`config.mk`:
```
export PLATFORM = sky130hd
export DESIGN_NAME = four_key_timed_debouncer_core
export DESIGN_NICKNAME = d
export VERILOG_FILES = /design/src/hw/rtl/fktd_pkg.sv /design/src/hw/rtl/four_key_timed_debouncer_core.sv /design/src/hw/rtl/fktd_keys.sv
export SDC_FILE = /design/constraint.sdc
export NUM_CORES = 1
export LEC_CHECK = 0
export ABC_CLOCK_PERIOD_IN_PS = 4800
export BUFFER_PORTS_ARGS = -buffer_cell sky130_fd_sc_hd__buf_2
export CORE_ASPECT_RATIO = 0.7
export CORE_MARGIN = 4
export CORE_UTILIZATION = 35
export CTS_BUF_LIST = sky130_fd_sc_hd__clkbuf_8
export DETAILED_ROUTE_END_ITERATION = 7
export GPL_ROUTABILITY_DRIVEN = 0
export SLEW_MARGIN = 40
export SYNTH_ARGS = -nofsm -noshare
export SYNTH_HDL_FRONTEND = slang
export SYNTH_SLANG_ARGS = --single-unit
```
`constraint.sdc`:
```
create_clock -name clk -period 4.8 [get_ports clk]
set_input_delay 0.96 -clock clk [delete_from_list [all_inputs] [get_ports clk]]
set_output_delay 0.96 -clock clk [all_outputs]
set_load 0.02 [all_outputs]
```
`src/hw/rtl/fktd_pkg.sv`:
```
// Shared types and constants for the four-key timed debouncer.
`default_nettype none

package fktd_pkg;

  localparam int unsigned OUT_KEYS    = 4;
  localparam int unsigned RAW_W       = 4;
  localparam int unsigned NOW_W       = 32;
  localparam int unsigned DEB_W       = 16;
  localparam int unsigned COLOR_W     = 24;

  localparam logic [DEB_W-1:0]   DEBOUNCE_RST = 16'd20;
  localparam logic [COLOR_W-1:0] COLOR_RST    = 24'd3276950;

  typedef enum logic [1:0] {
    OP_SAMPLE        = 2'd0,
    OP_READ_PRESSED  = 2'd1,
    OP_READ_RELEASED = 2'd2,
    OP_NOP           = 2'd3
  } opcode_t;

  typedef enum logic {
    CFG_DEBOUNCE = 1'b0,
    CFG_COLOR    = 1'b1
  } cfg_idx_t;

  typedef struct packed {
    logic [DEB_W-1:0]   debounce;
    logic [COLOR_W-1:0] color;
  } cfg_t;

  typedef struct packed {
    logic [RAW_W-1:0]                  latch;
    logic [OUT_KEYS-1:0][COLOR_W-1:0]  color;
    logic [OUT_KEYS-1:0]               changed;
    logic                              show;
    logic [OUT_KEYS-1:0]               debounced;
  } result_t;

endpackage

`default_nettype wire

```
`src/hw/rtl/four_key_timed_debouncer_core.sv`:
```
// Top level of the four-key timed debouncer: stream ports, config and pipeline.
//
//  channel   dir  handshake          payload
//  in_       in   tvalid / tready    tuser: opcode; tdata: raw_keys, now_ms
//  out_      out  tvalid / tready    tdata: debounced, show, changed, colours, latch
//  cfg_      in   we                 index, wdata
//
// One beat per cycle sustained while the output is not stalled; a result passes
// through the input register, then the result register. Reset is synchronous, active
// low, clears levels, timers and latches and restores the config defaults. A stalled
// output holds its beat while the input register still takes one more; the input
// side stalls only when both are full.
`default_nettype none

module four_key_timed_debouncer_core #(
  parameter int KEY_COUNT = 4,
  parameter int TIME_BITS = 32
) (
  input  wire logic         clk,
  input  wire logic         rst_n,
  input  wire logic         in_tvalid,
  output logic              in_tready,
  input  wire logic [1:0]   in_tuser,   // [1:0] opcode
  input  wire logic [39:0]  in_tdata,   // [3:0] raw_keys, [35:4] now_ms, [39:36] zero
  output logic              out_tvalid,
  input  wire logic         out_tready,
  output logic [111:0]      out_tdata,  // [3:0] debounced_keys, [4] pixels_show,
                                        // [8:5] changed_keys, [32:9] color_key_zero,
                                        // [56:33] color_key_one, [80:57] color_key_two,
                                        // [104:81] color_key_three, [108:105] latch_value,
                                        // [111:109] zero
  input  wire logic         cfg_we,
  input  wire logic         cfg_index,
  input  wire logic [23:0]  cfg_wdata
);

  fktd_pkg::cfg_t                       cfg_r;
  logic                                 s1_valid_r;
  fktd_pkg::opcode_t                    s1_op_r;
  logic [fktd_pkg::RAW_W-1:0]           s1_raw_r;
  logic [fktd_pkg::NOW_W-1:0]           s1_now_r;
  logic                                 out_valid_r;
  fktd_pkg::result_t                    out_res_r;
  fktd_pkg::result_t                    res;
  logic                                 s1_adv;
  logic                                 in_acc;

  assign s1_adv    = s1_valid_r && (!out_valid_r || out_tready);
  assign in_tready = !s1_valid_r || s1_adv;
  assign in_acc    = in_tvalid && in_tready;

  always_ff @(posedge clk) begin
    if (!rst_n) begin
      cfg_r.debounce <= fktd_pkg::DEBOUNCE_RST;
      cfg_r.color    <= fktd_pkg::COLOR_RST;
    end else if (cfg_we) begin
      unique case (fktd_pkg::cfg_idx_t'(cfg_index))
        fktd_pkg::CFG_DEBOUNCE: cfg_r.debounce <= cfg_wdata[fktd_pkg::DEB_W-1:0];
        fktd_pkg::CFG_COLOR:    cfg_r.color    <= cfg_wdata;
        default:                cfg_r          <= cfg_r;
      endcase
    end
  end

  always_ff @(posedge clk) begin
    if (!rst_n) begin
      s1_valid_r  <= 1'b0;
      out_valid_r <= 1'b0;
    end else begin
      if (in_acc) begin
        s1_valid_r <= 1'b1;
      end else if (s1_adv) begin
        s1_valid_r <= 1'b0;
      end
      if (s1_adv) begin
        out_valid_r <= 1'b1;
      end else if (out_tready) begin
        out_valid_r <= 1'b0;
      end
    end
  end

  always_ff @(posedge clk) begin
    if (in_acc) begin
      s1_op_r  <= fktd_pkg::opcode_t'(in_tuser);
      s1_raw_r <= in_tdata[3:0];
      s1_now_r <= in_tdata[35:4];
    end
    if (s1_adv) begin
      out_res_r <= res;
    end
  end

  fktd_keys #(
    .KEY_COUNT (KEY_COUNT),
    .TIME_BITS (TIME_BITS)
  ) u_keys (
    .clk   (clk),
    .rst_n (rst_n),
    .step  (s1_adv),
    .op    (s1_op_r),
    .raw   (s1_raw_r),
    .now   (s1_now_r),
    .cfg   (cfg_r),
    .res   (res)
  );

  assign out_tvalid = out_valid_r;
  assign out_tdata  = {3'b000, out_res_r};

endmodule

`default_nettype wire

```
`src/hw/rtl/fktd_keys.sv`:
```
// Per-key debounce timers, stable levels, sticky latches and result forming.
`default_nettype none

module fktd_keys #(
  parameter int KEY_COUNT = 4,
  parameter int TIME_BITS = 32
) (
  input  wire logic                          clk,
  input  wire logic                          rst_n,
  input  wire logic                          step,
  input  wire fktd_pkg::opcode_t             op,
  input  wire logic [fktd_pkg::RAW_W-1:0]    raw,
  input  wire logic [fktd_pkg::NOW_W-1:0]    now,
  input  wire fktd_pkg::cfg_t                cfg,
  output fktd_pkg::result_t                  res
);

  logic [KEY_COUNT-1:0]                 stable_r, stable_nxt;
  logic [KEY_COUNT-1:0]                 pressed_latch_r, pressed_latch_nxt;
  logic [KEY_COUNT-1:0]                 released_latch_r, released_latch_nxt;
  logic [KEY_COUNT-1:0][TIME_BITS-1:0]  timer_r, timer_nxt;
  logic [KEY_COUNT-1:0]                 raw_k;
  logic [KEY_COUNT-1:0]                 flip;
  logic [TIME_BITS-1:0]                 now_t;
  logic [TIME_BITS-1:0]                 deb_t;
  logic                                 sample;
  logic [fktd_pkg::RAW_W-1:0]           latch_val;

  assign now_t  = TIME_BITS'(now);
  assign deb_t  = TIME_BITS'(cfg.debounce);
  assign sample = step && (op == fktd_pkg::OP_SAMPLE);

  for (genvar k = 0; k < KEY_COUNT; k++) begin : g_raw
    if (k < fktd_pkg::RAW_W) begin : g_in
      assign raw_k[k] = raw[k];
    end else begin : g_zero
      assign raw_k[k] = 1'b0;
    end
  end

  always_comb begin
    logic [TIME_BITS-1:0] elapsed;
    logic                 diff;
    flip      = '0;
    timer_nxt = timer_r;
    elapsed   = '0;
    diff      = 1'b0;
    for (int k = 0; k < KEY_COUNT; k++) begin
      diff    = raw_k[k] ^ stable_r[k];
      elapsed = now_t - timer_r[k];
      if (!diff) begin
        timer_nxt[k] = '0;
      end else if (timer_r[k] == '0) begin
        timer_nxt[k] = now_t;
      end else begin
        flip[k] = (elapsed >= deb_t);
      end
    end
    if (!sample) begin
      flip      = '0;
      timer_nxt = timer_r;
    end
  end

  assign stable_nxt = stable_r ^ flip;

  always_comb begin
    pressed_latch_nxt  = pressed_latch_r | (flip & raw_k);
    released_latch_nxt = released_latch_r | (flip & ~raw_k);
    latch_val          = '0;
    if (step) begin
      unique case (op)
        fktd_pkg::OP_READ_PRESSED: begin
          latch_val         = fktd_pkg::RAW_W'(pressed_latch_r);
          pressed_latch_nxt = '0;
        end
        fktd_pkg::OP_READ_RELEASED: begin
          latch_val          = fktd_pkg::RAW_W'(released_latch_r);
          released_latch_nxt = '0;
        end
        fktd_pkg::OP_SAMPLE, fktd_pkg::OP_NOP: begin
          latch_val = '0;
        end
        default: begin
          latch_val = '0;
        end
      endcase
    end
  end

  assign res.latch = latch_val;

  for (genvar j = 0; j < fktd_pkg::OUT_KEYS; j++) begin : g_out
    if (j < KEY_COUNT) begin : g_key
      assign res.debounced[j] = stable_nxt[j];
      assign res.changed[j]   = flip[j];
      assign res.color[j]     = (flip[j] && stable_nxt[j]) ? cfg.color : '0;
    end else begin : g_none
      assign res.debounced[j] = 1'b0;
      assign res.changed[j]   = 1'b0;
      assign res.color[j]     = '0;
    end
  end

  assign res.show = |flip;

  always_ff @(posedge clk) begin
    if (!rst_n) begin
      stable_r         <= '0;
      pressed_latch_r  <= '0;
      released_latch_r <= '0;
      timer_r          <= '0;
    end else begin
      stable_r         <= stable_nxt;
      pressed_latch_r  <= pressed_latch_nxt;
      released_latch_r <= released_latch_nxt;
      timer_r          <= timer_nxt;
    end
  end

`ifndef NO_ASSERTIONS
  a_levels_hold_on_read: assert property (@(posedge clk) disable iff (!rst_n)
    (step && op != fktd_pkg::OP_SAMPLE) |=> $stable(stable_r))
    else $error("debounced levels moved on a non-sample beat");

  a_pressed_read_clears: assert property (@(posedge clk) disable iff (!rst_n)
    (step && op == fktd_pkg::OP_READ_PRESSED) |=> (pressed_latch_r == '0))
    else $error("pressed latch not cleared by read");

  a_released_read_clears: assert property (@(posedge clk) disable iff (!rst_n)
    (step && op == fktd_pkg::OP_READ_RELEASED) |=> (released_latch_r == '0))
    else $error("released latch not cleared by read");

  a_flip_latched: assert property (@(posedge clk) disable iff (!rst_n)
    (|flip) |=> (((pressed_latch_r | released_latch_r) & $past(flip)) == $past(flip)))
    else $error("key flip not recorded in a latch");
`endif

endmodule

`default_nettype wire
```
==> results of run 1 <==
## cell families (layout without fill, tap and decap cells)
logic type / Yosys count / after routing / synth area share, %
compound gates: 662 / 662 / 21.1
mux: 5 / 5 / 0.244
other cells: 1 / 4 / 0.0174
xor+xnor: 89 / 89 / 3.62
flops: 329 / 329 / 37.4
simple gates: 917 / 917 / 20.9
buf+inv: 294 / 809 / 5.22
fa+ha+maj: 196 / 196 / 11.5
## sequential cells by signal, indices dropped and copies added (netlist names)
| name | count |
|---|---|
| cfg_r | 40 |
| out_tdata | 109 |
| out_tvalid | 1 |
| s1_now_r | 32 |
| s1_op_r | 2 |
| s1_raw_r | 4 |
| s1_valid_r | 1 |
| u_keys.pressed_latch_r | 4 |
| u_keys.released_latch_r | 4 |
| u_keys.stable_r | 4 |
| u_keys.timer_r | 128 |
## final cells by class
cell class,instances,share of cell area [%]
clock inverter,42,0.967
antenna,1,0.00891
inverter,186,2.50
clock buffer,63,3.09
sequential,329,28.7
timing repair buffer,518,13.5
tap,808,3.60
multi-input combinational,1872,47.6
## cell usage in the layout, fill, tap and decap left out, types with 18 or more instances in the layout
master,count
o21a_1,25
dfxtp_1,182
xnor2_1,58
nand2b_1,23
a21boi_0,165
and2_1,51
clkbuf_8,63
nor4_1,34
nor3_1,33
o211ai_1,23
o21ai_0,60
and2_4,58
xor2_1,26
nor2_1,89
buf_6,19
edfxtp_1,147
a21oi_1,128
inv_1,199
buf_4,304
a21o_1,58
buf_2,177
nand4_1,33
nand2_1,314
nand3_1,173
ha_1,168
ha_4,18
## worst max-delay path, stage by stage, from the launching register on
cell	delay (ns)
edfxtp_1	0.43
buf_4	0.16
buf_6	0.11
ha_4	0.22
nor2b_4	0.13
o31a_1	0.34
o31ai_4	0.31
nand2_2	0.12
a31oi_4	0.25
o21ai_2	0.09
xor2_1	0.17
ha_1	0.32
a21o_1	0.17
nand3_2	0.08
nand3_2	0.07
nor4b_2	0.22
o211ai_1	0.14
a2111oi_2	0.32
and4b_1	0.26
o2111ai_2	0.11
o21ai_2	0.27
inv_2	0.10
ha_4	0.24
clkbuf_16	0.19
and2_1	0.16
## routing by layer
| metal | part of all wire [%] | GRT usage, % |
|---|---|---|
| met5 | 0 | 0 |
| met1 | 46 | 31.0 |
| met4 | 3.0 | 7.15 |
| met2 | 45 | 36.0 |
| met3 | 6.7 | 3.86 |
## repair_timing
action                                  4_1_cts  5_1_grt
setup buffers                                56       11
endpoints found under the setup margin      113      110
pin swaps                                    65       42
resized for setup                           182       67
cloned                                        7        1
## where the power goes
group | switching (mW) | internal [mW] | leakage, nW
clock network | 1.27 | 1.37 | 0.646
registers | 0.0887 | 3.02 | 2.85
logic | 1.04 | 0.786 | 7.39
## final timing paths
| check | from | to | slack, ns | cells after the start |
|---|---|---|---|---|
| worst min-delay path | in_tdata[26] | s1_now_r[22] | 0.46 | 1 |
| worst max-delay path | s1_now_r[1] | out_tdata[77] | -0.48 | 24 |
| worst min register to register | u_keys.pressed_latch_r[2] | u_keys.pressed_latch_r[2] | 0.46 | 2 |
| worst max register to register | s1_now_r[1] | out_tdata[77] | -0.48 | 24 |
==> results.yml, run 1 <==
synthesis:
  syn_avg_cell_area_sq_um: 8.64
  synthMostInstantiatedCell: "nand2_1"
  ys_types: 85
  syn_area_sq_um: 21600
  synth.area.top_cells: "edfxtp_1 20%, dfxtp_1 17%, ha_1 11%"
  yosysWarnings: 0
  ys_seq_elements: 329
  async_flop_share_pct: 0
  synth_seq_area_share_pct: 37.4
  synth-edff-count: 147
  yosysTopAreaCell: "edfxtp_1"
  netlist_instances: 2493
  area_fraction_of_the_dominant_cell_type_after_synthesis_pct: 20.5
  synth_top_cells_by_count: "321 x nand2_1, 192 x ha_1, 185 x inv_1, 182 x dfxtp_1, 177 x nand3_1"
  yosys_most_used_dff: "dfxtp_1"
pwr:
  vdd_drop_max_mv: 0.175
  p_per_area_nw_per_um2: 270
  total_leakage_power_nw: 10.9
  fin_total_pwr_mw: 7.57
cells_and_area:
  multi_input_comb_area_sq_um: 13400
  area.sequential_sq_um: 8060
  finalInstanceArea_sq_um: 28100
  fin_nets: 3231
  post-route-util_pct: 46.5
  synthToLayoutAreaGrowth_pct: 30.3
  drive_gt1_share_pct: 26.8
  number_of_filler_cells_placed_in_the_layout: 5779
  final-instance-count-excl-fill: 3819
floorplanning:
  fp-row-count: 75
  fp.dieW_microns: 305
  initial_core_util_pct: 35.7
  die_h_microns: 216
  dieArea_sq_um: 65700
  core_area_sq_um: 60400
  io_pins: 186
clocking:
  root_buffer: "clkbuf_8"
  number_of_buffers_added_by_the_clock_tree_synthesis_step: 56
  ctsLongestPathBuffers: 3
  cts_hold_repair.buffers: 0
  cts_htree_levels: 2
  worst_skew_pair_latency_ns: 0.67
  clkSinkCount: 329
  tritoncts: "built"
  clkSlewWorstSetupHoldPaths_ns: 0.07
critical_path:
  critical_path.max_fanout: 6
  worstPathRequired_ns: 5.19
  critPathCaptureType: "flop"
  critPathKind: "flop to flop"
  timing.critical_path.from_type: "flop"
  cp_data_arrival_time_ns: 5.67
place:
  dpl-instance-area_sq_um: 25200
  port_buffers: 178
  setup_slack_placement_ns: -0.528
  detailed_place_hpwl_microns: 55700
  place_inst: 3647
grt:
  grt_first_pass_wirelength_microns: 117000
  grt_overflow_total: 0
  grt_start_max_net_pins: 91
  antenna_found_initial: 7
  groute.usage.overall_pct: 22.5
  first_global_vias: 20200
timing:
  worst_slack_ns: -0.482
  worst_pin_slew_ns: 0.834
  timing.final.hold_violations: 0
  period_share_pct: 110
  worst_hold_slack_ns: 0.456
  fin_setup_tns_ns: -23.85
  timing.fmax_ghz: 0.189
  grt_setup_unrepaired: "true"
  finClkSkew_ns: 0.0518
  finalSetupViolCount: 100
  period_needed_ns: 5.28
  finalMaxSlewViolations: 0
  slew-limit-headroom_pct: 44.4
status:
  violations: "negative setup slack"
  run_status: "finished, violations left"
min_path:
  hold_removal_path_class: "input port to flop"
drt:
  detail_route.wl_per_cell_microns: 20.4
  drcViolationCount: 0
  drt_iter0_drc: 1731
  vias_per_cell: 5.49
  vias: 21000
  drt_wl_total_microns: 77900
  route.antenna.remaining_nets: 0
  drt_pass1_iterations: 6
flow_run:
  cap_viol_max_count: 0
(Power assumes the default switching activity.)
==> inputs of run 2 (changes only) <==
REMOVE_ABC_BUFFERS = 1   (was default)
==> run 2 against run 1 <==
The flow still finishes with violations (negative setup slack). Critical path depth shrank 1. Power shrank 0.80%. Sequential share of layout area grew 0.35 points. Final area shrank 1.2%. Fmax grew 4.9%. Non-clock buffer count shrank 39. Clock power is essentially flat. Combinational power shrank 4%.
==> results.yml, run 2 (synthesis results as in run 1) <==
status:
  run_status: "finished, violations left"
  violations: "negative setup slack"
floorplanning:
  fp.dieW_microns: 305
  core_area_sq_um: 60400
  dieArea_sq_um: 65700
  initial_core_util_pct: 35.7
  die_h_microns: 216
  io_pins: 186
  fp-row-count: 75
clocking:
  root_buffer: "clkbuf_8"
  cts_htree_levels: 2
  number_of_buffers_added_by_the_clock_tree_synthesis_step: 56
  cts_hold_repair.buffers: 0
  ctsLongestPathBuffers: 3
  clkSlewWorstSetupHoldPaths_ns: 0.07
  worst_skew_pair_latency_ns: 0.69
  tritoncts: "built"
  clkSinkCount: 329
grt:
  antenna_found_initial: 6
  first_global_vias: 19700
  grt_overflow_total: 0
  grt_first_pass_wirelength_microns: 111000
  grt_start_max_net_pins: 109
  groute.usage.overall_pct: 21.2
pwr:
  total_leakage_power_nw: 10.8
  vdd_drop_max_mv: 0.187
  p_per_area_nw_per_um2: 271
drt:
  drt_iter0_drc: 1859
  route.antenna.remaining_nets: 0
  vias: 20600
  drt_wl_total_microns: 73100
  drcViolationCount: 0
  drt_pass1_iterations: 6
  detail_route.wl_per_cell_microns: 19.3
  vias_per_cell: 5.43
critical_path:
  cp_data_arrival_time_ns: 5.42
  critical_path.max_fanout: 24
  timing.critical_path.from_type: "flop"
  critPathCaptureType: "flop"
  critPathKind: "flop to flop"
  worstPathRequired_ns: 5.19
cells_and_area:
  number_of_filler_cells_placed_in_the_layout: 5782
  area.sequential_sq_um: 8060
  fin_nets: 3192
  top_register: "u_keys.timer_r"
  multi_input_comb_area_sq_um: 13200
  synthToLayoutAreaGrowth_pct: 28.7
  finalInstanceArea_sq_um: 27700
  drive_gt1_share_pct: 25.7
  final-instance-count-excl-fill: 3784
  mostFrequentLayoutCell: "nand2_1"
  most-common-layout-cells: "314 x nand2_1, 266 x buf_4, 205 x inv_1"
  max_ffs_per_register: 128
timing:
  period_needed_ns: 5.04
  worst_pin_slew_ns: 0.722
  worst_slack_ns: -0.235
  finClkSkew_ns: 0.0592
  finalSetupViolCount: 87
  slew-limit-headroom_pct: 51.5
  finalMaxSlewViolations: 0
  period_share_pct: 105
  grt_setup_unrepaired: "true"
  fin_setup_tns_ns: -12.98
  timing.fmax_ghz: 0.199
  timing.final.hold_violations: 0
place:
  dpl-instance-area_sq_um: 25200
  detailed_place_hpwl_microns: 54600
  place_inst: 3635
  port_buffers: 178
flow_run:
  cap_viol_max_count: 0
min_path:
  hold_removal_path_class: "input port to flop"
==> run 2: repair_timing <==
item                       4_1_cts  5_1_grt
setup endpoints to repair      107      110
pin swaps                       73       27
gates resized for setup        153       71
gates cloned                     6        3
setup buffers                   24        8
==> run 2: final timing paths <==
check	endpoint	start	slack (ns)	cells after the start
worst max register to register	out_tdata[10]	s1_now_r[2]	-0.24	23
worst max-delay path	out_tdata[10]	s1_now_r[2]	-0.24	23
worst min register to register	u_keys.pressed_latch_r[3]	u_keys.pressed_latch_r[3]	0.46	2
worst min-delay path	s1_now_r[0]	in_tdata[4]	0.45	1
==> run 2: final cells by class <==
class | instances | area share [%]
diodes | 4 | 0.0361
well taps | 808 | 3.65
flip-flops and latches | 329 | 29.1
repair buffers | 479 | 12.8
inverters | 186 | 2.55
clock inverters | 45 | 1.19
clock buffers | 61 | 3.03
multi-input cells | 1872 | 47.7
==> run 2: where the power goes <==
part / internal (mW) / total [mW] / switching (mW)
clock network: 1.41 / 2.65 / 1.24
logic: 0.747 / 1.75 / 1.01
registers: 3.02 / 3.10 / 0.0816
total: 5.18 / 7.51 / 2.33
==> run 2: through the flow <==
| stage | total power [mW] | setup WS [ns] | utilization [%] | hold slack [ns] |
|---|---|---|---|---|
| final | 7.51 | -0.235 | 45.9 | 0.454 |
| after global routing | 7.87 | -0.396 | 45.9 | 0.420 |
| after CTS | 7.50 | -0.229 | 45.3 | 0.406 |
| after detailed placement | 4.74 | -0.599 | 41.7 | 0.454 |
| after global placement | 4.70 | -0.616 | 41.7 | 0.440 |
| after floorplan | 4.10 | 0.0709 | - | 0.425 |
==> run 2: metal layers <==
metal	global-route usage [%]	wire, microns	vias to the layer above	part of all wire, %
li1	-	-	9829	-
met1	30.5	33300	9859	46
met2	32.3	31500	774	43
met3	4.57	6720	94	9.2
met4	5.80	1560	0	2.1
met5	0	0	-	0
==> run 2: worst max-delay path, stage by stage, from the launching register on <==
cell,delay [ns]
edfxtp_1,0.51
buf_4,0.19
buf_6,0.11
ha_1,0.28
buf_4,0.12
o21a_1,0.14
o31ai_2,0.10
a211oi_2,0.38
nand2b_4,0.20
o21a_1,0.10
nor2_1,0.04
xnor2_1,0.18
ha_1,0.28
nand4_1,0.14
a21oi_2,0.06
a2111oi_2,0.30
o2111ai_1,0.18
or4_4,0.46
nor4_4,0.14
buf_4,0.19
a31oi_4,0.11
ha_4,0.22
buf_12,0.15
and2_1,0.16
